$ cat src/line_run_rasterizer_macros.svh
// Assertion macros for the line run rasterizer.
// Every use expects the clock i_clk and the active-low reset i_rst_n in scope.
`ifndef LINE_RUN_RASTERIZER_MACROS_SVH
`define LINE_RUN_RASTERIZER_MACROS_SVH
`ifndef ASSERT_OFF
`define LRR_ASSERT_ALWAYS(lbl, cond, msg) \
    lbl: assert property (@(posedge i_clk) disable iff (!i_rst_n) (cond)) else $error(msg);
`define LRR_ASSERT_NEXT(lbl, ante, cons, msg) \
    lbl: assert property (@(posedge i_clk) disable iff (!i_rst_n) (ante) |=> (cons)) \
        else $error(msg);
`else
`define LRR_ASSERT_ALWAYS(lbl, cond, msg)
`define LRR_ASSERT_NEXT(lbl, ante, cons, msg)
`endif
`endif

$ cat src/lrr_pkg.sv
`timescale 1ns / 1ps
`default_nettype none

package lrr_pkg;

    localparam int LRR_COORD_BITS     = 10;
    localparam int LRR_CFG_BITS       = 10;
    localparam int LRR_COLOR_BITS     = 16;
    localparam int LRR_QUEUE_DEPTH    = 2;
    localparam int LRR_CFG_INDEX_BITS = 1;

    // Configuration register indexes.
    localparam logic [LRR_CFG_INDEX_BITS-1:0] CFG_SCREEN_WIDTH  = 1'b0;
    localparam logic [LRR_CFG_INDEX_BITS-1:0] CFG_SCREEN_HEIGHT = 1'b1;

    localparam logic [LRR_CFG_BITS-1:0] SCREEN_WIDTH_RESET  = 10'd240;
    localparam logic [LRR_CFG_BITS-1:0] SCREEN_HEIGHT_RESET = 10'd320;

    // Request commands.
    localparam logic CMD_START   = 1'b0;
    localparam logic CMD_ADVANCE = 1'b1;

    // Classified request as it travels through the queue.
    typedef struct packed {
        logic cmd;
        logic steep;
        logic minor_down;
    } t_item_ctrl;

    // Flags that travel with a finished run.
    typedef struct packed {
        logic steep;
        logic last;
    } t_run_ctrl;

endpackage

`default_nettype wire

$ cat src/lrr_front.sv
`timescale 1ns / 1ps
`default_nettype none

module lrr_front
    import lrr_pkg::*;
#(
    parameter int COORD_BITS = LRR_COORD_BITS
) (
    input  wire logic                      i_in_valid,
    output logic                           o_in_ready,
    input  wire logic                      i_queue_full,
    output logic                           o_push,
    input  wire logic                      i_cmd,
    input  wire logic [COORD_BITS-1:0]     i_start_x,
    input  wire logic [COORD_BITS-1:0]     i_start_y,
    input  wire logic [COORD_BITS-1:0]     i_end_x,
    input  wire logic [COORD_BITS-1:0]     i_end_y,
    input  wire logic [LRR_COLOR_BITS-1:0] i_pixel_color,
    output t_item_ctrl                     o_ctrl,
    output logic [COORD_BITS-1:0]          o_major_start,
    output logic [COORD_BITS-1:0]          o_major_end,
    output logic [COORD_BITS-1:0]          o_minor_start,
    output logic [COORD_BITS-1:0]          o_delta_major,
    output logic [COORD_BITS-1:0]          o_delta_minor,
    output logic [LRR_COLOR_BITS-1:0]      o_color
);

    logic [COORD_BITS-1:0] w_dx;
    logic [COORD_BITS-1:0] w_dy;
    logic                  w_steep;
    logic [COORD_BITS-1:0] w_maj_a;
    logic [COORD_BITS-1:0] w_maj_b;
    logic [COORD_BITS-1:0] w_min_a;
    logic [COORD_BITS-1:0] w_min_b;
    logic                  w_swap;

    assign o_in_ready = !i_queue_full;
    assign o_push     = i_in_valid && !i_queue_full;

    always_comb begin
        w_dx    = (i_end_x >= i_start_x) ? (i_end_x - i_start_x) : (i_start_x - i_end_x);
        w_dy    = (i_end_y >= i_start_y) ? (i_end_y - i_start_y) : (i_start_y - i_end_y);
        w_steep = w_dy > w_dx;
        w_maj_a = w_steep ? i_start_y : i_start_x;
        w_maj_b = w_steep ? i_end_y   : i_end_x;
        w_min_a = w_steep ? i_start_x : i_start_y;
        w_min_b = w_steep ? i_end_x   : i_end_y;
        // Order the ends so that the major coordinate climbs.
        w_swap  = w_maj_a > w_maj_b;

        o_major_start      = w_swap ? w_maj_b : w_maj_a;
        o_major_end        = w_swap ? w_maj_a : w_maj_b;
        o_minor_start      = w_swap ? w_min_b : w_min_a;
        o_delta_major      = w_steep ? w_dy : w_dx;
        o_delta_minor      = w_steep ? w_dx : w_dy;
        o_ctrl.cmd         = i_cmd;
        o_ctrl.steep       = w_steep;
        o_ctrl.minor_down  = w_swap ? (w_min_b < w_min_a) : (w_min_a < w_min_b);
        o_color            = i_pixel_color;
    end

endmodule

`default_nettype wire

$ cat src/lrr_fifo.sv
`timescale 1ns / 1ps
`default_nettype none

module lrr_fifo
    import lrr_pkg::*;
#(
    parameter int WIDTH = 8,
    parameter int DEPTH = LRR_QUEUE_DEPTH
) (
    input  wire logic             i_clk,
    input  wire logic             i_rst_n,
    input  wire logic             i_push,
    input  wire logic [WIDTH-1:0] i_data,
    output logic                  o_full,
    output logic                  o_valid,
    input  wire logic             i_pop,
    output logic [WIDTH-1:0]      o_data
);

    localparam int PTR_W = (DEPTH > 1) ? $clog2(DEPTH) : 1;
    localparam int CNT_W = $clog2(DEPTH + 1);

    logic [WIDTH-1:0] r_mem [DEPTH];
    logic [PTR_W-1:0] r_wr_ptr;
    logic [PTR_W-1:0] n_wr_ptr;
    logic [PTR_W-1:0] r_rd_ptr;
    logic [PTR_W-1:0] n_rd_ptr;
    logic [CNT_W-1:0] r_count;
    logic [CNT_W-1:0] n_count;
    logic             w_push;
    logic             w_pop;

    assign o_full  = r_count == CNT_W'(DEPTH);
    assign o_valid = r_count != '0;
    assign o_data  = r_mem[r_rd_ptr];
    assign w_push  = i_push && !o_full;
    assign w_pop   = i_pop && o_valid;

    always_comb begin
        n_wr_ptr = r_wr_ptr;
        n_rd_ptr = r_rd_ptr;
        n_count  = r_count;
        if (w_push) begin
            n_wr_ptr = (r_wr_ptr == PTR_W'(DEPTH - 1)) ? '0 : r_wr_ptr + PTR_W'(1);
        end
        if (w_pop) begin
            n_rd_ptr = (r_rd_ptr == PTR_W'(DEPTH - 1)) ? '0 : r_rd_ptr + PTR_W'(1);
        end
        if (w_push && !w_pop) begin
            n_count = r_count + CNT_W'(1);
        end else if (w_pop && !w_push) begin
            n_count = r_count - CNT_W'(1);
        end
    end

    always_ff @(posedge i_clk) begin
        if (!i_rst_n) begin
            r_wr_ptr <= '0;
            r_rd_ptr <= '0;
            r_count  <= '0;
        end else begin
            r_wr_ptr <= n_wr_ptr;
            r_rd_ptr <= n_rd_ptr;
            r_count  <= n_count;
        end
    end

    always_ff @(posedge i_clk) begin
        if (w_push) begin
            r_mem[r_wr_ptr] <= i_data;
        end
    end

endmodule

`default_nettype wire

$ cat src/lrr_step.sv
`timescale 1ns / 1ps
`default_nettype none
`include "line_run_rasterizer_macros.svh"

module lrr_step
    import lrr_pkg::*;
#(
    parameter int COORD_BITS = LRR_COORD_BITS
) (
    input  wire logic                      i_clk,
    input  wire logic                      i_rst_n,
    input  wire logic                      i_item_valid,
    output logic                           o_item_pop,
    input  wire t_item_ctrl                i_ctrl,
    input  wire logic [COORD_BITS-1:0]     i_major_start,
    input  wire logic [COORD_BITS-1:0]     i_major_end,
    input  wire logic [COORD_BITS-1:0]     i_minor_start,
    input  wire logic [COORD_BITS-1:0]     i_delta_major,
    input  wire logic [COORD_BITS-1:0]     i_delta_minor,
    input  wire logic [LRR_COLOR_BITS-1:0] i_color,
    output logic                           o_run_valid,
    input  wire logic                      i_run_ready,
    output logic [COORD_BITS-1:0]          o_run_x,
    output logic [COORD_BITS-1:0]          o_run_y,
    output logic [COORD_BITS:0]            o_run_len,
    output logic [LRR_COLOR_BITS-1:0]      o_run_color,
    output t_run_ctrl                      o_run_ctrl
);

    localparam int CNT_W = COORD_BITS + 1;
    localparam int ERR_W = COORD_BITS + 2;

    logic                       r_active,      n_active;
    logic                       r_steep,       n_steep;
    logic [COORD_BITS-1:0]      r_major_pos,   n_major_pos;
    logic [COORD_BITS-1:0]      r_major_end,   n_major_end;
    logic [COORD_BITS-1:0]      r_minor_pos,   n_minor_pos;
    logic                       r_minor_down,  n_minor_down;
    logic [COORD_BITS-1:0]      r_delta_major, n_delta_major;
    logic [COORD_BITS-1:0]      r_delta_minor, n_delta_minor;
    logic signed [ERR_W-1:0]    r_error,       n_error;
    logic [COORD_BITS-1:0]      r_run_start,   n_run_start;
    logic [CNT_W-1:0]           r_run_count,   n_run_count;
    logic [LRR_COLOR_BITS-1:0]  r_line_color,  n_line_color;

    logic                       r_run_valid,   n_run_valid;
    logic [COORD_BITS-1:0]      r_run_x;
    logic [COORD_BITS-1:0]      r_run_y;
    logic [CNT_W-1:0]           r_run_len;
    logic [LRR_COLOR_BITS-1:0]  r_run_color;
    t_run_ctrl                  r_run_ctrl;

    logic                       w_pop;
    logic                       w_start;
    logic                       w_step;
    logic                       w_final;
    logic [CNT_W-1:0]           w_count_inc;
    logic signed [ERR_W-1:0]    w_err_sub;
    logic                       w_err_neg;
    logic                       w_emit;

    always_comb begin
        w_pop       = i_item_valid && (!r_run_valid || i_run_ready);
        w_start     = w_pop && (i_ctrl.cmd == CMD_START);
        w_step      = w_pop && (i_ctrl.cmd == CMD_ADVANCE) && r_active;
        w_final     = r_major_pos == r_major_end;
        w_count_inc = r_run_count + CNT_W'(1);
        w_err_sub   = r_error - $signed({2'b00, r_delta_minor});
        w_err_neg   = w_err_sub[ERR_W-1];
        // The final step always hands out exactly one run.
        w_emit      = w_step && (w_err_neg || w_final);
    end

    always_comb begin
        n_active      = r_active;
        n_steep       = r_steep;
        n_major_pos   = r_major_pos;
        n_major_end   = r_major_end;
        n_minor_pos   = r_minor_pos;
        n_minor_down  = r_minor_down;
        n_delta_major = r_delta_major;
        n_delta_minor = r_delta_minor;
        n_error       = r_error;
        n_run_start   = r_run_start;
        n_run_count   = r_run_count;
        n_line_color  = r_line_color;
        if (w_start) begin
            n_active      = 1'b1;
            n_steep       = i_ctrl.steep;
            n_major_pos   = i_major_start;
            n_major_end   = i_major_end;
            n_minor_pos   = i_minor_start;
            n_minor_down  = i_ctrl.minor_down;
            n_delta_major = i_delta_major;
            n_delta_minor = i_delta_minor;
            n_error       = $signed({2'b00, i_delta_major >> 1});
            n_run_start   = i_major_start;
            n_run_count   = '0;
            n_line_color  = i_color;
        end else if (w_step) begin
            n_run_count = w_emit ? '0 : w_count_inc;
            if (w_err_neg) begin
                n_minor_pos = r_minor_down ? (r_minor_pos + COORD_BITS'(1))
                                           : (r_minor_pos - COORD_BITS'(1));
                n_run_start = r_major_pos + COORD_BITS'(1);
                n_error     = w_err_sub + $signed({2'b00, r_delta_major});
            end else begin
                n_error     = w_err_sub;
            end
            if (w_final) begin
                n_active = 1'b0;
            end else begin
                n_major_pos = r_major_pos + COORD_BITS'(1);
            end
        end
    end

    always_comb begin
        n_run_valid = w_emit || (r_run_valid && !i_run_ready);
    end

    always_ff @(posedge i_clk) begin
        if (!i_rst_n) begin
            r_active      <= 1'b0;
            r_steep       <= 1'b0;
            r_major_pos   <= '0;
            r_major_end   <= '0;
            r_minor_pos   <= '0;
            r_minor_down  <= 1'b0;
            r_delta_major <= '0;
            r_delta_minor <= '0;
            r_error       <= '0;
            r_run_start   <= '0;
            r_run_count   <= '0;
            r_line_color  <= '0;
            r_run_valid   <= 1'b0;
        end else begin
            r_active      <= n_active;
            r_steep       <= n_steep;
            r_major_pos   <= n_major_pos;
            r_major_end   <= n_major_end;
            r_minor_pos   <= n_minor_pos;
            r_minor_down  <= n_minor_down;
            r_delta_major <= n_delta_major;
            r_delta_minor <= n_delta_minor;
            r_error       <= n_error;
            r_run_start   <= n_run_start;
            r_run_count   <= n_run_count;
            r_line_color  <= n_line_color;
            r_run_valid   <= n_run_valid;
        end
    end

    always_ff @(posedge i_clk) begin
        if (w_emit) begin
            r_run_x          <= r_steep ? r_minor_pos : r_run_start;
            r_run_y          <= r_steep ? r_run_start : r_minor_pos;
            r_run_len        <= w_count_inc;
            r_run_color      <= r_line_color;
            r_run_ctrl.steep <= r_steep;
            r_run_ctrl.last  <= w_final;
        end
    end

    assign o_item_pop  = w_pop;
    assign o_run_valid = r_run_valid;
    assign o_run_x     = r_run_x;
    assign o_run_y     = r_run_y;
    assign o_run_len   = r_run_len;
    assign o_run_color = r_run_color;
    assign o_run_ctrl  = r_run_ctrl;

    `LRR_ASSERT_ALWAYS(a_major_within_line, !r_active || (r_major_pos <= r_major_end), "major position passed the line end")
    `LRR_ASSERT_ALWAYS(a_error_settled, !r_error[ERR_W-1], "error term left negative after a step")
    `LRR_ASSERT_NEXT(a_final_flushes, w_step && w_final, !r_active && r_run_valid && r_run_ctrl.last, "final step did not flush a last run")

endmodule

`default_nettype wire

$ cat src/lrr_clip.sv
`timescale 1ns / 1ps
`default_nettype none

module lrr_clip
    import lrr_pkg::*;
#(
    parameter int COORD_BITS = LRR_COORD_BITS
) (
    input  wire logic                      i_clk,
    input  wire logic                      i_rst_n,
    input  wire logic [LRR_CFG_BITS-1:0]   i_screen_width,
    input  wire logic [LRR_CFG_BITS-1:0]   i_screen_height,
    input  wire logic                      i_run_valid,
    output logic                           o_run_ready,
    input  wire logic [COORD_BITS-1:0]     i_run_x,
    input  wire logic [COORD_BITS-1:0]     i_run_y,
    input  wire logic [COORD_BITS:0]       i_run_len,
    input  wire logic [LRR_COLOR_BITS-1:0] i_run_color,
    input  wire t_run_ctrl                 i_run_ctrl,
    output logic                           o_out_valid,
    input  wire logic                      i_out_ready,
    output logic [COORD_BITS-1:0]          o_run_x,
    output logic [COORD_BITS-1:0]          o_run_y,
    output logic [COORD_BITS:0]            o_run_length,
    output logic                           o_run_vertical,
    output logic [LRR_COLOR_BITS-1:0]      o_run_color,
    output logic                           o_visible,
    output logic                           o_last_run
);

    localparam int W = ((COORD_BITS > LRR_CFG_BITS) ? COORD_BITS : LRR_CFG_BITS) + 2;

    logic                      r_valid, n_valid;
    logic [COORD_BITS-1:0]     r_run_x;
    logic [COORD_BITS-1:0]     r_run_y;
    logic [COORD_BITS:0]       r_run_length;
    logic                      r_run_vertical;
    logic [LRR_COLOR_BITS-1:0] r_run_color;
    logic                      r_visible;
    logic                      r_last_run;

    logic                      w_take;
    logic [W-1:0]              w_x;
    logic [W-1:0]              w_y;
    logic [W-1:0]              w_width;
    logic [W-1:0]              w_height;
    logic [W-1:0]              w_along;
    logic [W-1:0]              w_limit;
    logic [W-1:0]              w_span_end;
    logic [W-1:0]              w_room;
    logic                      w_visible;
    logic [COORD_BITS:0]       w_length;

    always_comb begin
        w_take     = i_run_valid && (!r_valid || i_out_ready);
        w_x        = W'(i_run_x);
        w_y        = W'(i_run_y);
        w_width    = W'(i_screen_width);
        w_height   = W'(i_screen_height);
        w_along    = i_run_ctrl.steep ? w_y : w_x;
        w_limit    = i_run_ctrl.steep ? w_height : w_width;
        w_visible  = (w_x < w_width) && (w_y < w_height);
        w_span_end = w_along + W'(i_run_len);
        w_room     = w_limit - w_along;
        // A visible run that crosses the edge stops at it; a hidden one keeps its length.
        w_length   = (w_visible && (w_span_end > w_limit)) ? w_room[COORD_BITS:0] : i_run_len;
        n_valid    = w_take || (r_valid && !i_out_ready);
    end

    always_ff @(posedge i_clk) begin
        if (!i_rst_n) begin
            r_valid <= 1'b0;
        end else begin
            r_valid <= n_valid;
        end
    end

    always_ff @(posedge i_clk) begin
        if (w_take) begin
            r_run_x        <= i_run_x;
            r_run_y        <= i_run_y;
            r_run_length   <= w_length;
            r_run_vertical <= i_run_ctrl.steep;
            r_run_color    <= i_run_color;
            r_visible      <= w_visible;
            r_last_run     <= i_run_ctrl.last;
        end
    end

    assign o_run_ready    = !r_valid || i_out_ready;
    assign o_out_valid    = r_valid;
    assign o_run_x        = r_run_x;
    assign o_run_y        = r_run_y;
    assign o_run_length   = r_run_length;
    assign o_run_vertical = r_run_vertical;
    assign o_run_color    = r_run_color;
    assign o_visible      = r_visible;
    assign o_last_run     = r_last_run;

endmodule

`default_nettype wire

$ cat src/line_run_rasterizer.sv
// Channel   Direction  Handshake                  Payload
// request   in         i_in_valid / o_in_ready    i_cmd, i_start_x, i_start_y, i_end_x,
//                                                 i_end_y, i_pixel_color
// run       out        o_out_valid / i_out_ready  o_run_x, o_run_y, o_run_length,
//                                                 o_run_vertical, o_run_color, o_visible,
//                                                 o_last_run
// config    in         i_cfg_we                   i_cfg_index, i_cfg_data
//
// One request is taken every cycle while the two-entry queue has room, and the line stepper
// drains the queue at one request a cycle while no run waits on a stalled run port, so a steady
// stream runs at one request per cycle. A run leaves through the queue, the stepper register and
// the clipping register after its advance request. Reset is synchronous and active low; there is
// no clearing pass, so the block accepts requests as soon as reset is released.
// A stall on the run port holds the clipping register, then the stepper, then fills the queue.
`timescale 1ns / 1ps
`default_nettype none

module line_run_rasterizer
    import lrr_pkg::*;
#(
    parameter int COORD_BITS = LRR_COORD_BITS
) (
    input  wire logic                          i_clk,
    input  wire logic                          i_rst_n,
    // Configuration write port.
    input  wire logic                          i_cfg_we,
    input  wire logic [LRR_CFG_INDEX_BITS-1:0] i_cfg_index,
    input  wire logic [LRR_CFG_BITS-1:0]       i_cfg_data,
    // Request channel.
    input  wire logic                          i_in_valid,
    output logic                               o_in_ready,
    input  wire logic                          i_cmd,
    input  wire logic [COORD_BITS-1:0]         i_start_x,
    input  wire logic [COORD_BITS-1:0]         i_start_y,
    input  wire logic [COORD_BITS-1:0]         i_end_x,
    input  wire logic [COORD_BITS-1:0]         i_end_y,
    input  wire logic [LRR_COLOR_BITS-1:0]     i_pixel_color,
    // Run channel.
    output logic                               o_out_valid,
    input  wire logic                          i_out_ready,
    output logic [COORD_BITS-1:0]              o_run_x,
    output logic [COORD_BITS-1:0]              o_run_y,
    output logic [COORD_BITS:0]                o_run_length,
    output logic                               o_run_vertical,
    output logic [LRR_COLOR_BITS-1:0]          o_run_color,
    output logic                               o_visible,
    output logic                               o_last_run
);

    // A queued request carries its classification, the ordered line set-up and its colour.
    localparam int ITEM_W = $bits(t_item_ctrl) + 5 * COORD_BITS + LRR_COLOR_BITS;

    // The user must write the screen size registers only while the block is idle; the block does not enforce it.
    logic [LRR_CFG_BITS-1:0]   r_screen_width,  n_screen_width;
    logic [LRR_CFG_BITS-1:0]   r_screen_height, n_screen_height;

    logic                      w_push;
    logic                      w_queue_full;
    logic                      w_queue_valid;
    logic                      w_queue_pop;
    logic [ITEM_W-1:0]         w_queue_wdata;
    logic [ITEM_W-1:0]         w_queue_rdata;

    t_item_ctrl                w_f_ctrl;
    logic [COORD_BITS-1:0]     w_f_major_start;
    logic [COORD_BITS-1:0]     w_f_major_end;
    logic [COORD_BITS-1:0]     w_f_minor_start;
    logic [COORD_BITS-1:0]     w_f_delta_major;
    logic [COORD_BITS-1:0]     w_f_delta_minor;
    logic [LRR_COLOR_BITS-1:0] w_f_color;

    t_item_ctrl                w_b_ctrl;
    logic [COORD_BITS-1:0]     w_b_major_start;
    logic [COORD_BITS-1:0]     w_b_major_end;
    logic [COORD_BITS-1:0]     w_b_minor_start;
    logic [COORD_BITS-1:0]     w_b_delta_major;
    logic [COORD_BITS-1:0]     w_b_delta_minor;
    logic [LRR_COLOR_BITS-1:0] w_b_color;

    logic                      w_run_valid;
    logic                      w_run_ready;
    logic [COORD_BITS-1:0]     w_run_x;
    logic [COORD_BITS-1:0]     w_run_y;
    logic [COORD_BITS:0]       w_run_len;
    logic [LRR_COLOR_BITS-1:0] w_run_color;
    t_run_ctrl                 w_run_ctrl;

    always_comb begin
        n_screen_width  = r_screen_width;
        n_screen_height = r_screen_height;
        if (i_cfg_we) begin
            case (i_cfg_index)
                CFG_SCREEN_WIDTH: begin
                    n_screen_width = i_cfg_data;
                end
                CFG_SCREEN_HEIGHT: begin
                    n_screen_height = i_cfg_data;
                end
                default: begin
                end
            endcase
        end
    end

    always_ff @(posedge i_clk) begin
        if (!i_rst_n) begin
            r_screen_width  <= SCREEN_WIDTH_RESET;
            r_screen_height <= SCREEN_HEIGHT_RESET;
        end else begin
            r_screen_width  <= n_screen_width;
            r_screen_height <= n_screen_height;
        end
    end

    // The front end classifies each request and works out the octant set-up for a start,
    // so the stepper only has to load it.
    lrr_front #(
        .COORD_BITS (COORD_BITS)
    ) u_front (
        .i_in_valid    (i_in_valid),
        .o_in_ready    (o_in_ready),
        .i_queue_full  (w_queue_full),
        .o_push        (w_push),
        .i_cmd         (i_cmd),
        .i_start_x     (i_start_x),
        .i_start_y     (i_start_y),
        .i_end_x       (i_end_x),
        .i_end_y       (i_end_y),
        .i_pixel_color (i_pixel_color),
        .o_ctrl        (w_f_ctrl),
        .o_major_start (w_f_major_start),
        .o_major_end   (w_f_major_end),
        .o_minor_start (w_f_minor_start),
        .o_delta_major (w_f_delta_major),
        .o_delta_minor (w_f_delta_minor),
        .o_color       (w_f_color)
    );

    assign w_queue_wdata = {w_f_ctrl, w_f_major_start, w_f_major_end, w_f_minor_start,
                            w_f_delta_major, w_f_delta_minor, w_f_color};

    lrr_fifo #(
        .WIDTH (ITEM_W),
        .DEPTH (LRR_QUEUE_DEPTH)
    ) u_queue (
        .i_clk   (i_clk),
        .i_rst_n (i_rst_n),
        .i_push  (w_push),
        .i_data  (w_queue_wdata),
        .o_full  (w_queue_full),
        .o_valid (w_queue_valid),
        .i_pop   (w_queue_pop),
        .o_data  (w_queue_rdata)
    );

    assign {w_b_ctrl, w_b_major_start, w_b_major_end, w_b_minor_start,
            w_b_delta_major, w_b_delta_minor, w_b_color} = w_queue_rdata;

    // The stepper runs Bresenham's error update, one major-axis step per advance request,
    // and hands each finished run to the clipping stage.
    lrr_step #(
        .COORD_BITS (COORD_BITS)
    ) u_step (
        .i_clk         (i_clk),
        .i_rst_n       (i_rst_n),
        .i_item_valid  (w_queue_valid),
        .o_item_pop    (w_queue_pop),
        .i_ctrl        (w_b_ctrl),
        .i_major_start (w_b_major_start),
        .i_major_end   (w_b_major_end),
        .i_minor_start (w_b_minor_start),
        .i_delta_major (w_b_delta_major),
        .i_delta_minor (w_b_delta_minor),
        .i_color       (w_b_color),
        .o_run_valid   (w_run_valid),
        .i_run_ready   (w_run_ready),
        .o_run_x       (w_run_x),
        .o_run_y       (w_run_y),
        .o_run_len     (w_run_len),
        .o_run_color   (w_run_color),
        .o_run_ctrl    (w_run_ctrl)
    );

    // The clipping stage checks the run start against the screen and cuts the length at
    // the edge; its register is the output register of the run channel.
    lrr_clip #(
        .COORD_BITS (COORD_BITS)
    ) u_clip (
        .i_clk           (i_clk),
        .i_rst_n         (i_rst_n),
        .i_screen_width  (r_screen_width),
        .i_screen_height (r_screen_height),
        .i_run_valid     (w_run_valid),
        .o_run_ready     (w_run_ready),
        .i_run_x         (w_run_x),
        .i_run_y         (w_run_y),
        .i_run_len       (w_run_len),
        .i_run_color     (w_run_color),
        .i_run_ctrl      (w_run_ctrl),
        .o_out_valid     (o_out_valid),
        .i_out_ready     (i_out_ready),
        .o_run_x         (o_run_x),
        .o_run_y         (o_run_y),
        .o_run_length    (o_run_length),
        .o_run_vertical  (o_run_vertical),
        .o_run_color     (o_run_color),
        .o_visible       (o_visible),
        .o_last_run      (o_last_run)
    );

endmodule

`default_nettype wire

$ cat config.mk
export PLATFORM = sky130hd
export DESIGN_NAME = line_run_rasterizer
export DESIGN_NICKNAME = d
export VERILOG_FILES = /design/src/lrr_pkg.sv /design/src/lrr_front.sv /design/src/lrr_fifo.sv /design/src/lrr_step.sv /design/src/lrr_clip.sv /design/src/line_run_rasterizer.sv
export VERILOG_INCLUDE_DIRS = /design/src /design/src/src
export SDC_FILE = /design/constraint.sdc
export NUM_CORES = 1
export LEC_CHECK = 0
export BUFFER_PORTS_ARGS = -buffer_cell sky130_fd_sc_hd__buf_2
export CAP_MARGIN = 40
export CORE_ASPECT_RATIO = 0.9
export CORE_MARGIN = 2
export CORE_UTILIZATION = 25
export DETAILED_ROUTE_END_ITERATION = 10
export PLACE_DENSITY = 0.49
export SLEW_MARGIN = 15
export SYNTH_ARGS = -nofsm -noshare
export SYNTH_HDL_FRONTEND = slang
export SYNTH_SLANG_ARGS = --single-unit
$ cat constraint.sdc
create_clock -name i_clk -period 13.4 [get_ports i_clk]
set_input_delay 1.34 -clock i_clk [delete_from_list [all_inputs] [get_ports i_clk]]
set_output_delay 1.34 -clock i_clk [all_outputs]
set_load 0.02 [all_outputs]
# After elaboration in Yosys (flattened, before gate mapping)
# Memory sizes are Yosys's and may differ from the RTL's. A register that Yosys moved wholly into a read port is not among the register bits.
# Cells that the tools add are included.
# word_totals
mem_bits_ro	0
mem_bits_rw	138
latchBits	0
n_memories	1
in_bits	73
elab_cells	145
regBits	227
# classes
shifts	0
n_eq_ne	3
mul	0
n_mux	42
n_div	0
order_cmp	9
bitwise	3
addsub	16
n_reduce_logical	38
# memory_table
name	depth	width	rd	rd_ports_with_merged_regs	wr	line_no	text
u_queue.r_mem	2	69	1	1	1	lrr_fifo.sv:23	logic [WIDTH-1:0] r_mem [DEPTH];
# op_table
cell	count
two-way mux 10 bit	25
less-than comparator 10 bit	4
subtractor 10 bit	4
adder 12 x 11 -> 12 bit	2
two-way mux 11 bit	2
adder 10 x 1 -> 10 bit, second input constant	2
greater-or-equal comparator 10 bit	2
> comparator 10 bit	2
two-way mux 9 bit	2
logical AND 1 bit	15
> comparator 12 bit	1
two-way mux 12 bit	1
subtractor 12 x 11 -> 12 bit	1
adder 11 x 1 -> 11 bit, second input constant	1
subtractor 11 bit	1
== test 10 bit	1
two-way mux 1 bit	10
AND reduction 2 bit	5
nonzero test 2 bit	5
subtractor 10 x 1 -> 10 bit, second input constant	1
zero test 1 bit	7
logical OR 1 bit	5
two-way mux 2 bit	2
inverter 1 bit	3
6 further kinds	7

# Logic depth before layout (Yosys ltp)
# Gate-level depths: netlist of the first run.
# depth
depth_word	8
mapped_depth	30
depth_no_buf	25

# Hierarchy
# Synthesis of the first run repeated with hierarchy kept, for this count alone.
# hier_totals
hier_cells	2014
area_unflattened_um2	21109.0
# by_module_without_submodules
module	cells_per_inst	area_each_um2	seq_area_each_um2	instances
lrr_step	813	7554.7	3533.4	1
lrr_fifo	240	5253.8	4244.1	1
lrr_front	571	4032.6	0.0	1
lrr_clip	306	3458.3	1521.5	1
line_run_rasterizer	84	809.5	400.4	1

# Worst setup path before layout of the first run
# No wires, ideal clock.
# synth_timing
kind	input -> register
from	in i_start_y[3]
to	mem u_queue.r_mem[0][37] (netlist bit), data pin
cell_stages	28
required_time_ns	13.130
path_buffers	6
setup_slack_ns	6.197
arrival_time_ns	6.934
cell_sequence	inv_1 -> ha_1 -> buf_2 -> a21o_1 -> a31oi_1 -> a21oi_1 -> o41a_1 -> buf_2 -> mux2i_1 -> xor2_1 -> inv_1 -> ha_1 -> o21a_1 -> o21a_1 -> o21ai_1 -> a211oi_1 -> o41ai_1 -> clkbuf_1 -> buf_2 -> mux2i_1 -> ha_1 -> a21o_1 -> a211o_1 -> o31ai_1 -> buf_2 -> buf_4 -> mux2i_1 -> mux2i_1
# synth_via
elab_chain_cells	6
elab_cells_between_ends	11
classes_between	2 x add/sub; 3 x order compare; 6 x mux
# synth_rtl
element	line_no	text
from (decl)	line_run_rasterizer.sv:34	input wire logic [COORD_BITS-1:0] i_start_y,
subtractor 10 bit or greater-or-equal comparator 10 bit (tied branches)	lrr_front.sv:42	w_dy = (i_end_y >= i_start_y) ? (i_end_y - i_start_y) : (i_start_y - i_end_y);
two-way mux 10 bit	lrr_front.sv:42	
> comparator 10 bit	lrr_front.sv:43	w_steep = w_dy > w_dx;
two-way mux 10 bit (on tied branches)	lrr_front.sv:44, lrr_front.sv:45	
> comparator 10 bit	lrr_front.sv:49	w_swap = w_maj_a > w_maj_b;
two-way mux 10 bit (*)	lrr_front.sv:53	o_minor_start = w_swap ? w_min_b : w_min_a;
net u_front.o_minor_start[1]	lrr_front.sv:22	output logic [COORD_BITS-1:0] o_minor_start,
to (decl)	lrr_fifo.sv:23	
# Mark *: on every way through the listed nets, which the timed path passes. The rest lies on a longest branch.

# Worst setup path after layout of the first run
# layout_timing
from	in i_start_y[3]
to	mem u_queue.r_mem[1][51] (netlist bit), data pin
# layout_via
elab_chain_cells	6
elab_cells_between_ends	9
classes_between	2 x add/sub; 3 x order compare; 4 x mux
# layout_rtl
element	line_no	text
subtractor 10 bit or greater-or-equal comparator 10 bit (tied branches)	lrr_front.sv:42	
two-way mux 10 bit	lrr_front.sv:42	
> comparator 10 bit	lrr_front.sv:43	
two-way mux 10 bit (on tied branches)	lrr_front.sv:44, lrr_front.sv:45	
> comparator 10 bit	lrr_front.sv:49	
two-way mux 10 bit (*)	lrr_front.sv:52	o_major_end = w_swap ? w_maj_a : w_maj_b;
net u_front.o_major_end[5]	lrr_front.sv:21	output logic [COORD_BITS-1:0] o_major_end,
# Marks and branches as above.

==> results.json, run 1 <==
{
  "status": "completed",
  "ir_drop_mv": 0.127,
  "critPathCaptureType": "register",
  "regToRegEndpoint": "u_clip.o_run_length[2]",
  "required_ns": 13.69,
  "initial_utilization_pct": 25.3,
  "path_max_fanout": 43,
  "cts_tree": "built",
  "antennaDiodeCount": 0,
  "synthFlopType": "edfxtp_1",
  "critical_path_class": "input pin to register",
  "hold_path_class": "register to register",
  "rsz0062_at_grt": "no",
  "hpwl_um": 39600,
  "htreeDepth": 2,
  "netlist_top_cells_area": "edfxtp_1 35%, dfxtp_1 13%, mux2i_1 11%",
  "cts_buffers": 42,
  "r2r-start": "u_step.o_run_ctrl[1]",
  "hold_viol": 0,
  "drc": 0,
  "final-setup-viol-count": 0,
  "reg2reg_depth": 17,
  "cts.sink_count": 366,
  "core-area_mm2": 0.0813,
  "yosysWarningCount": 0,
  "fillers": 8402,
  "worstHoldStart": "u_step.o_run_ctrl[0]",
  "clk_pin_slew_ns": 0.06,
  "final-instance-count-excl-fill": 3053,
  "viasPerCell": 4.66,
  "antenna_found_initial": 3,
  "synth_top_area_share_pct": 34.6,
  "yosysTopAreaCell": "edfxtp_1",
  "tns_ns": 0,
  "p_leak_nw": 10.1,
  "rows": 99,
  "clk_latency_ns": 0.57,
  "post_cts_buffers": 0,
  "grt_pass1_wl_um": 83100,
  "power_density_mw_per_mm2": 231,
  "ys_seq_elements": 366,
  "synth_cells": 1850,
  "ant_nets": 0,
  "cts-root-buf": "clkbuf_16",
  "die_y_um": 276,
  "synth-seq-area-share_pct": 47.2,
  "grt-ovfl-total": 0,
  "globalplace.congestion": 0.893,
  "cap_violations": 0,
  "post-route-period-util_pct": 58.5,
  "syn_to_final_growth_pct": 15.8,
  "skew_ns": 0.0251,
  "critPathLaunchType": "input pin",
  "whs_path_depth": 0,
  "slew-limit-headroom_pct": 43.9,
  "grt_max_degree": 82,
  "grt_use_total_pct": 12.5,
  "slew_violations": 0,
  "wirelength_um": 53300,
  "die-area_mm2": 0.0845,
  "die_w_um": 306,
  "drive_gt1_share_pct": 13.8,
  "worst_pin_slew_ns": 0.840,
  "worst-r2r-setup-slack_ns": 8.77,
  "min_to": "u_clip.o_last_run",
  "dr.first_iter.drc_count": 843,
  "port-buffer-count": 124,
  "vias": 14200,
  "fin_crit_ns": 7.84,
  "first_pass_iters": 4,
  "clock_path_buffers": 3,
  "nNetsFinal": 2188,
  "synth_cell_types": 73,
  "pin_count": 125,
  "synth-edff-count": 237,
  "grt_pass1_vias": 14300,
  "fmax_mhz": 128,
  "cts_resized": 0,
  "dp.cells": 2975,
  "postSynthAreaPerCell_um2": 11.1,
  "synth_area_mm2": 0.0206,
  "hold_buffers": 0,
  "async_flop_share_pct": 0,
  "wl_per_cell_um": 17.5,
  "syn-num-nets": 2079,
  "arrival_ns": 8.13
}
cell type report:
type | instances | area, µm² | share of cell area (%)
multi-input cells | 1283 | 10100 | 42.4
clock buffers | 51 | 1120 | 4.69
well taps | 1060 | 1330 | 5.57
inverters | 122 | 458 | 1.92
repair buffers | 144 | 837 | 3.52
clock inverters | 27 | 265 | 1.11
flip-flops and latches | 366 | 9700 | 40.8
cells in the mapped netlist (all sizes together), types with 19 or more instances:
cell    count
edfxtp    237
a21oi      87
clkbuf     37
nand2     157
a21boi     28
mux2       40
nand3      34
nor2b      33
o21a       33
nand2b     19
buf        42
a21o       29
mux2i     220
ha        147
inv       122
o211a      42
o21ai      75
xnor2      53
xor2       31
nor2       77
nor3       19
dfxtp     129
critical path, cell delays in order:
cell and delay [ns]:
buf_2 0.13, inv_1 0.08, ha_1 0.42, a21o_1 0.22, a31oi_1 0.36, a21oi_1 0.13, o41a_1 0.61, mux2i_1 0.34
inv_1 0.08, ha_1 0.31, nor2b_1 0.14, o21a_1 0.16, o21a_1 0.16, o21ai_1 0.12, a211oi_1 0.10, o41ai_2 0.25
buf_4 0.35, buf_16 0.31, mux2i_1 0.23, ha_1 0.25, nor2b_1 0.13, o21a_1 0.15, o21ai_0 0.21, a21oi_1 0.14
o31ai_4 0.17, buf_4 0.52, mux4_2 0.60
through the flow:
step           utilization (%)  total power [mW]  hold WS [ns]  setup WS [ns]  area (µm²)
5_1_grt                   29.3              5.89         0.423           5.14       23800
2_1_floorplan                -              3.72         0.400           6.20       20600
3_5_place_dp              27.6              4.36         0.405           5.03       22400
4_1_cts                   29.3              5.54         0.396           5.64       23800
3_3_place_gp              27.5              4.30         0.401           4.94       22300
6_report                  29.3              5.48         0.405           5.56       23800
how the worst max path moves through the flow:
stage | start | end | slack, ns | depth (start not counted)
3_3_place_gp | i_end_y[0] | u_queue.r_mem[0][51] | 4.94 | 27
5_1_grt | i_end_y[0] | u_queue.r_mem[1][51] | 5.14 | 28
3_5_place_dp | i_end_y[0] | u_queue.r_mem[0][51] | 5.03 | 28
6_report | i_start_y[3] | u_queue.r_mem[1][51] | 5.56 | 27
2_1_floorplan | i_start_y[3] | u_queue.r_mem[0][37] | 6.20 | 28
4_1_cts | i_start_y[3] | u_queue.r_mem[1][51] | 5.64 | 27
sequential cells by signal (all words and copies together), names as in the netlist, 11 cells and up, named ones only:
name and cells:
u_queue.r_mem 138, u_step.o_run_len 11, u_clip.o_run_color 16, u_clip.o_run_length 11, u_step.o_run_color 16, u_step.r_run_count 11, u_step.r_line_color 16, u_step.r_error 12
power breakdown:
| group | leakage [nW] | internal [mW] | total (mW) | switching (mW) |
|---|---|---|---|---|
| clock | 0.670 | 0.675 | 1.15 | 0.471 |
| combinational | 6.14 | 1.11 | 2.63 | 1.52 |
| sequential | 3.24 | 1.57 | 1.71 | 0.145 |
| total | 10.1 | 3.35 | 5.48 | 2.14 |
layout by cell type, fill, tap and decap left out, types with 13 or more instances in the layout:
cell and count:
nor3_1 18, mux2i_1 220, o21ai_0 73, ha_1 147, buf_4 17, nor2_1 73, buf_2 123, nand2b_1 19
nand3_1 34, a21oi_1 85, nand4_1 13, o21a_1 33, inv_1 122, nor2b_1 32, edfxtp_1 237, clkbuf_16 43
nand2_1 157, o211a_1 42, dfxtp_1 128, a21o_1 29, xnor2_1 53, a21boi_0 21, mux2_2 40, xor2_1 31
cells by family after synthesis:
logic type | count (synthesis) | synth area share (%)
DFF | 366 | 47.2
adders and majority gates | 156 | 9.83
AOI/OAI and AO/OA | 385 | 13.0
xor gates and xnor gates | 84 | 3.58
and+or+nand+nor | 394 | 9.03
buffers and inverters | 201 | 4.01
muxes | 264 | 13.3
metal layers:
layer,wire length [µm],track usage (%),vias up
met5,27,0,-
met1,27000,18.1,6875
met4,1080,3.33,4
met3,2680,2.44,69
li1,-,-,6983
met2,22600,18.8,308
Note: power is estimated with default switching activity, not from simulation.
==> run 2, diff against run 1 <==
Clock period 13.4 ns to 7.25 ns, I/O delays scaled along.
==> run 2 against run 1 <==
Compared with the run above:
- critical path type unchanged
- clock power grew 83%
- total power increased by 87%
- via count grew 0.63%
- highest routed layer unchanged
- clock skew fell by 0.010 ns
- count of clock-buffer cells in the layout increased by 6
==> results.json, run 2 (synthesized netlist as in run 1, its figures left out) <==
{
  "final-seq-area_mm2": 0.00970,
  "critPathLaunch": "i_end_x[0]",
  "ir_drop_mv": 0.211,
  "status": "completed",
  "largest_reg_flops": 138,
  "fillers": 8406,
  "whs_ns": 0.365,
  "cp_slowest_cell": "o31ai_4",
  "r2r-start": "u_step.o_run_ctrl[1]",
  "critPathCaptureType": "register",
  "grt_util_met1_pct": 18.3,
  "tns_ns": 0,
  "nNetsFinal": 2214,
  "slowest_delay_ns": 0.54,
  "clk_latency_ns": 0.56,
  "mostFrequentLayoutCells": "237 x edfxtp_1, 220 x mux2i_1, 157 x nand2_1, 147 x ha_1, 128 x dfxtp_1",
  "top_usage_layer": "met2",
  "port-buffer-count": 124,
  "path_common_cell": "mux2i_1",
  "grt_pass1_wl_um": 84700,
  "initial_utilization_pct": 25.3,
  "cts_tree": "built",
  "grt_max_degree": 84,
  "final_core_util_pct": 29.6,
  "slew_violations": 0,
  "critPathLaunchType": "input pin",
  "drive_gt1_share_pct": 14.8,
  "final_common_cell": "edfxtp_1",
  "grtUsageMet2_pct": 19.9,
  "slew-limit-headroom_pct": 46.6,
  "cts_buffers": 43,
  "path_buf_inv": 6,
  "hold_buffers": 0,
  "grt_pass1_vias": 14600,
  "antenna_found_initial": 3,
  "post_cts_buffers": 0,
  "grt-ovfl-total": 0,
  "skew_ns": 0.0146,
  "pin_count": 125,
  "hold_path_class": "input pin to register",
  "htreeDepth": 2,
  "arrival_ns": 6.79,
  "p_leak_nw": 10.2,
  "cts.sink_count": 366,
  "path_delay_family": "compound AO/OA/AOI/OAI gates",
  "critical_path_class": "input pin to register",
  "vias": 14300,
  "ant_nets": 0,
  "wirelength_um": 54400,
  "required_ns": 7.53,
  "worstHoldStart": "i_pixel_color[10]",
  "die_w_um": 306,
  "first_pass_iters": 5,
  "power_density_mw_per_mm2": 427,
  "hold_viol": 0,
  "top_register": "u_queue.r_mem",
  "grt_use_total_pct": 12.7,
  "cts-root-buf": "clkbuf_16",
  "dr.first_iter.drc_count": 755,
  "post-route-period-util_pct": 89.8,
  "fin_crit_ns": 6.51,
  "rsz0062_at_grt": "no",
  "drc": 0,
  "path_max_fanout": 18,
  "die_y_um": 276,
  "die-area_mm2": 0.0845,
  "wl_per_cell_um": 17.7,
  "rows": 99,
  "core-area_mm2": 0.0813,
  "viasPerCell": 4.65,
  "cap_violations": 0,
  "cts_resized": 0,
  "multi_input_area_mm2": 0.0101,
  "hpwl_um": 40900,
  "grt.met3_usage_pct": 1.80,
  "globalplace.congestion": 0.891,
  "fmax_mhz": 154,
  "clk_pin_slew_ns": 0.06,
  "worst_pin_slew_ns": 0.797,
  "worst-r2r-setup-slack_ns": 2.58,
  "clock_path_buffers": 3,
  "syn_to_final_growth_pct": 16.9,
  "final-setup-viol-count": 0
}
[run 2: cell count changes in the layout (fill, tap and decap cells not counted), sizes merged]
| cell | delta |
|---|---|
| inv | +1 |
| clkinv | -5 |
| diode | +1 |
| buf | +25 |
| clkbuf | +6 |
| clkinvlp | -1 |
| bufinv | -1 |
[run 2: power by group]
group | internal, mW | switching [mW] | total, mW | leakage, nW
registers | 2.90 | 0.270 | 3.17 | 3.24
logic | 2.15 | 2.83 | 4.98 | 6.28
clock network | 1.25 | 0.849 | 2.10 | 0.668
total | 6.30 | 3.95 | 10.2 | 10.2
[run 2: worst paths after layout]
path | endpoint | cells after the start
hold reg to reg | u_clip.o_run_color[2] | 0
setup / recovery | u_queue.r_mem[1][42] | 28
hold / removal | u_queue.r_mem[1][10] | 1
setup reg to reg | u_clip.o_run_length[4] | 17
[run 2: final cells by class]
type | instances | area share (%)
repair buffers | 169 | 4.45
clock inverters | 21 | 0.807
diodes | 1 | 0.0104
multi-input cells | 1283 | 42.0
inverters | 122 | 1.91
well taps | 1060 | 5.52
flip-flops and latches | 366 | 40.4
clock buffers | 57 | 4.91
[run 2: stage by stage]
| step | instances | total power, mW | worst slack, ns | cell area, µm² |
|---|---|---|---|---|
| 2_1_floorplan | 1850 | 6.87 | 0.662 | 20600 |
| 3_3_place_gp | 2992 | 8.01 | 0.158 | 22500 |
| 3_5_place_dp | 2998 | 8.15 | 0.257 | 22600 |
| 4_1_cts | 3076 | 10.3 | 0.813 | 24000 |
| 5_1_grt | 3078 | 11.0 | 0.392 | 24000 |
| 6_report | 3079 | 10.2 | 0.741 | 24000 |
[run 2: metal layers]
layer | vias up | share of wire, %
met5 | - | 0.029
met4 | 2 | 1.4
met3 | 43 | 4.4
met2 | 304 | 44
met1 | 6953 | 50
li1 | 7027 | -
==> run 3, diff against run 2 <==
Settings changed: CORE_UTILIZATION 25 to 35, PLACE_DENSITY 0.49 to 0.6, REMOVE_ABC_BUFFERS set to 1.
==> run 3 against run 2 <==
Compared with the run above:
- setup slack lost 0.14 ns
- register-to-register slack gained 0.21 ns
- clock power is essentially flat
- critical endpoint is now u_queue.r_mem[1][54]
==> results.json, run 3 (synthesized netlist as in run 1, its figures left out) <==
{
  "critPathCaptureType": "register",
  "ant_nets": 0,
  "hold_viol": 0,
  "viasPerCell": 5.16,
  "status": "completed",
  "path_buf_inv": 6,
  "cts_buffers": 41,
  "hold_path_class": "input pin to register",
  "critPathLaunchType": "input pin",
  "nNetsFinal": 2195,
  "grt.met3_usage_pct": 2.65,
  "final-setup-viol-count": 0,
  "pre_cts_ws_ns": 0.0943,
  "cp.depth": 25,
  "crit_end": "u_queue.r_mem[1][54]",
  "arrival_ns": 6.94,
  "path_delay_family": "compound AO/OA/AOI/OAI gates",
  "grtUsageMet2_pct": 26.4,
  "p_leak_nw": 10.1,
  "wirelength_um": 50000,
  "fin_crit_ns": 6.65,
  "rsz0062_at_grt": "no",
  "hpwl_um": 36400,
  "top_register": "u_queue.r_mem",
  "first_pass_iters": 5,
  "timing.final.ws_setup_ns": 0.597,
  "tns_ns": 0,
  "final_common_cell": "edfxtp_1",
  "drive_gt1_share_pct": 13.9,
  "post_cts_buffers": 0,
  "clock_path_buffers": 3,
  "grt_pass1_wl_um": 78100,
  "fmax_mhz": 150,
  "slew_violations": 0,
  "clk_pin_slew_ns": 0.06,
  "regToRegEndpoint": "u_clip.o_run_length[9]",
  "cp_slowest_cell": "mux4_2",
  "antenna_found_initial": 0,
  "port-buffer-count": 124,
  "worst_pin_slew_ns": 0.816,
  "die_y_um": 234,
  "final_core_util_pct": 40.3,
  "largest_reg_flops": 138,
  "cap_violations": 0,
  "drc": 0,
  "die_w_um": 259,
  "fillers": 5607,
  "mostFrequentLayoutCells": "237 x edfxtp_1, 220 x mux2i_1, 157 x nand2_1, 147 x ha_1, 128 x dfxtp_1",
  "post-route-period-util_pct": 91.8,
  "cts-root-buf": "clkbuf_16",
  "core-area_mm2": 0.0582,
  "power.total_mw": 10.2,
  "antennaDiodeCount": 0,
  "whs_path_depth": 1,
  "slowest_delay_ns": 0.54,
  "grt_pass1_vias": 13900,
  "die-area_mm2": 0.0607,
  "clk_latency_ns": 0.57,
  "cts_resized": 0,
  "grt-ovfl-total": 0,
  "cts.sink_count": 366,
  "htreeDepth": 2,
  "r2r-start": "u_step.o_run_ctrl[1]",
  "whs_ns": 0.339,
  "slew-limit-headroom_pct": 45.6,
  "critPathLaunch": "i_end_y[0]",
  "pin_count": 125,
  "vias": 14300,
  "hold_buffers": 0,
  "ir_drop_mv": 0.270,
  "path_max_fanout": 26,
  "critical_path_class": "input pin to register",
  "grt_util_met1_pct": 22.5,
  "skew_ns": 0.0316,
  "required_ns": 7.54,
  "top_usage_layer": "met2",
  "globalplace.congestion": 0.949,
  "grt_max_degree": 84,
  "reg2reg_depth": 17,
  "initial_utilization_pct": 35.3,
  "grt_use_total_pct": 16.3,
  "dr.first_iter.drc_count": 769,
  "syn_to_final_growth_pct": 14.2,
  "worst-r2r-setup-slack_ns": 2.79,
  "cts_tree": "built",
  "rows": 84,
  "wl_per_cell_um": 18.0,
  "power_density_mw_per_mm2": 434
}
run 3: cell count changes in the layout (fill, tap and decap cells not counted), moves of 2 or more:
cell | before | now
buf_16 | 4 | 2
clkinvlp_4 | 3 | 0
clkbuf_1 | 9 | 13
clkinv_1 | 5 | 2
clkinv_2 | 6 | 4
clkbuf_8 | 5 | 7
buf_4 | 38 | 23
run 3: final cells by class:
cell class | instances | area, µm² | area share, %
multi-input cells | 1283 | 10100 | 43.0
flip-flops and latches | 366 | 9700 | 41.3
clock buffers | 62 | 1200 | 5.10
well taps | 774 | 968 | 4.13
repair buffers | 152 | 905 | 3.85
inverters | 122 | 458 | 1.95
clock inverters | 13 | 153 | 0.650
run 3: how the worst min path moves through the flow:
stage / endpoint / from / slack [ns]
2_1_floorplan: u_clip.o_last_run / u_step.o_run_ctrl[0] / 0.40
3_3_place_gp: u_clip.o_run_color[7] / u_step.o_run_color[7] / 0.40
3_5_place_dp: u_clip.o_run_color[14] / u_step.o_run_color[14] / 0.41
4_1_cts: u_queue.r_mem[0][68] / i_cmd / 0.30
5_1_grt: u_queue.r_mem[0][68] / i_cmd / 0.31
6_report: u_queue.r_mem[0][68] / i_cmd / 0.34
run 3: through the flow:
stage | instances | cell area (µm²)
final | 2772 | 23500
after global placement | 2691 | 22000
after CTS | 2771 | 23500
after floorplan | 1771 | 20200
after detailed placement | 2696 | 22100
after global routing | 2772 | 23500
run 3: where the power goes:
part	switching, mW	internal [mW]	total [mW]	leakage, nW
logic	2.85	2.08	4.93	6.18
clock network	0.845	1.25	2.09	0.662
registers	0.254	2.90	3.15	3.24
total	3.95	6.23	10.2	10.1
run 3: routing by layer:
layer	vias up	wire, µm	part of all wire, %
li1	6997	-	-
met2	315	22700	45
met3	72	2180	4.4
met1	6929	24000	48
met4	0	1080	2.2
met5	-	0	0
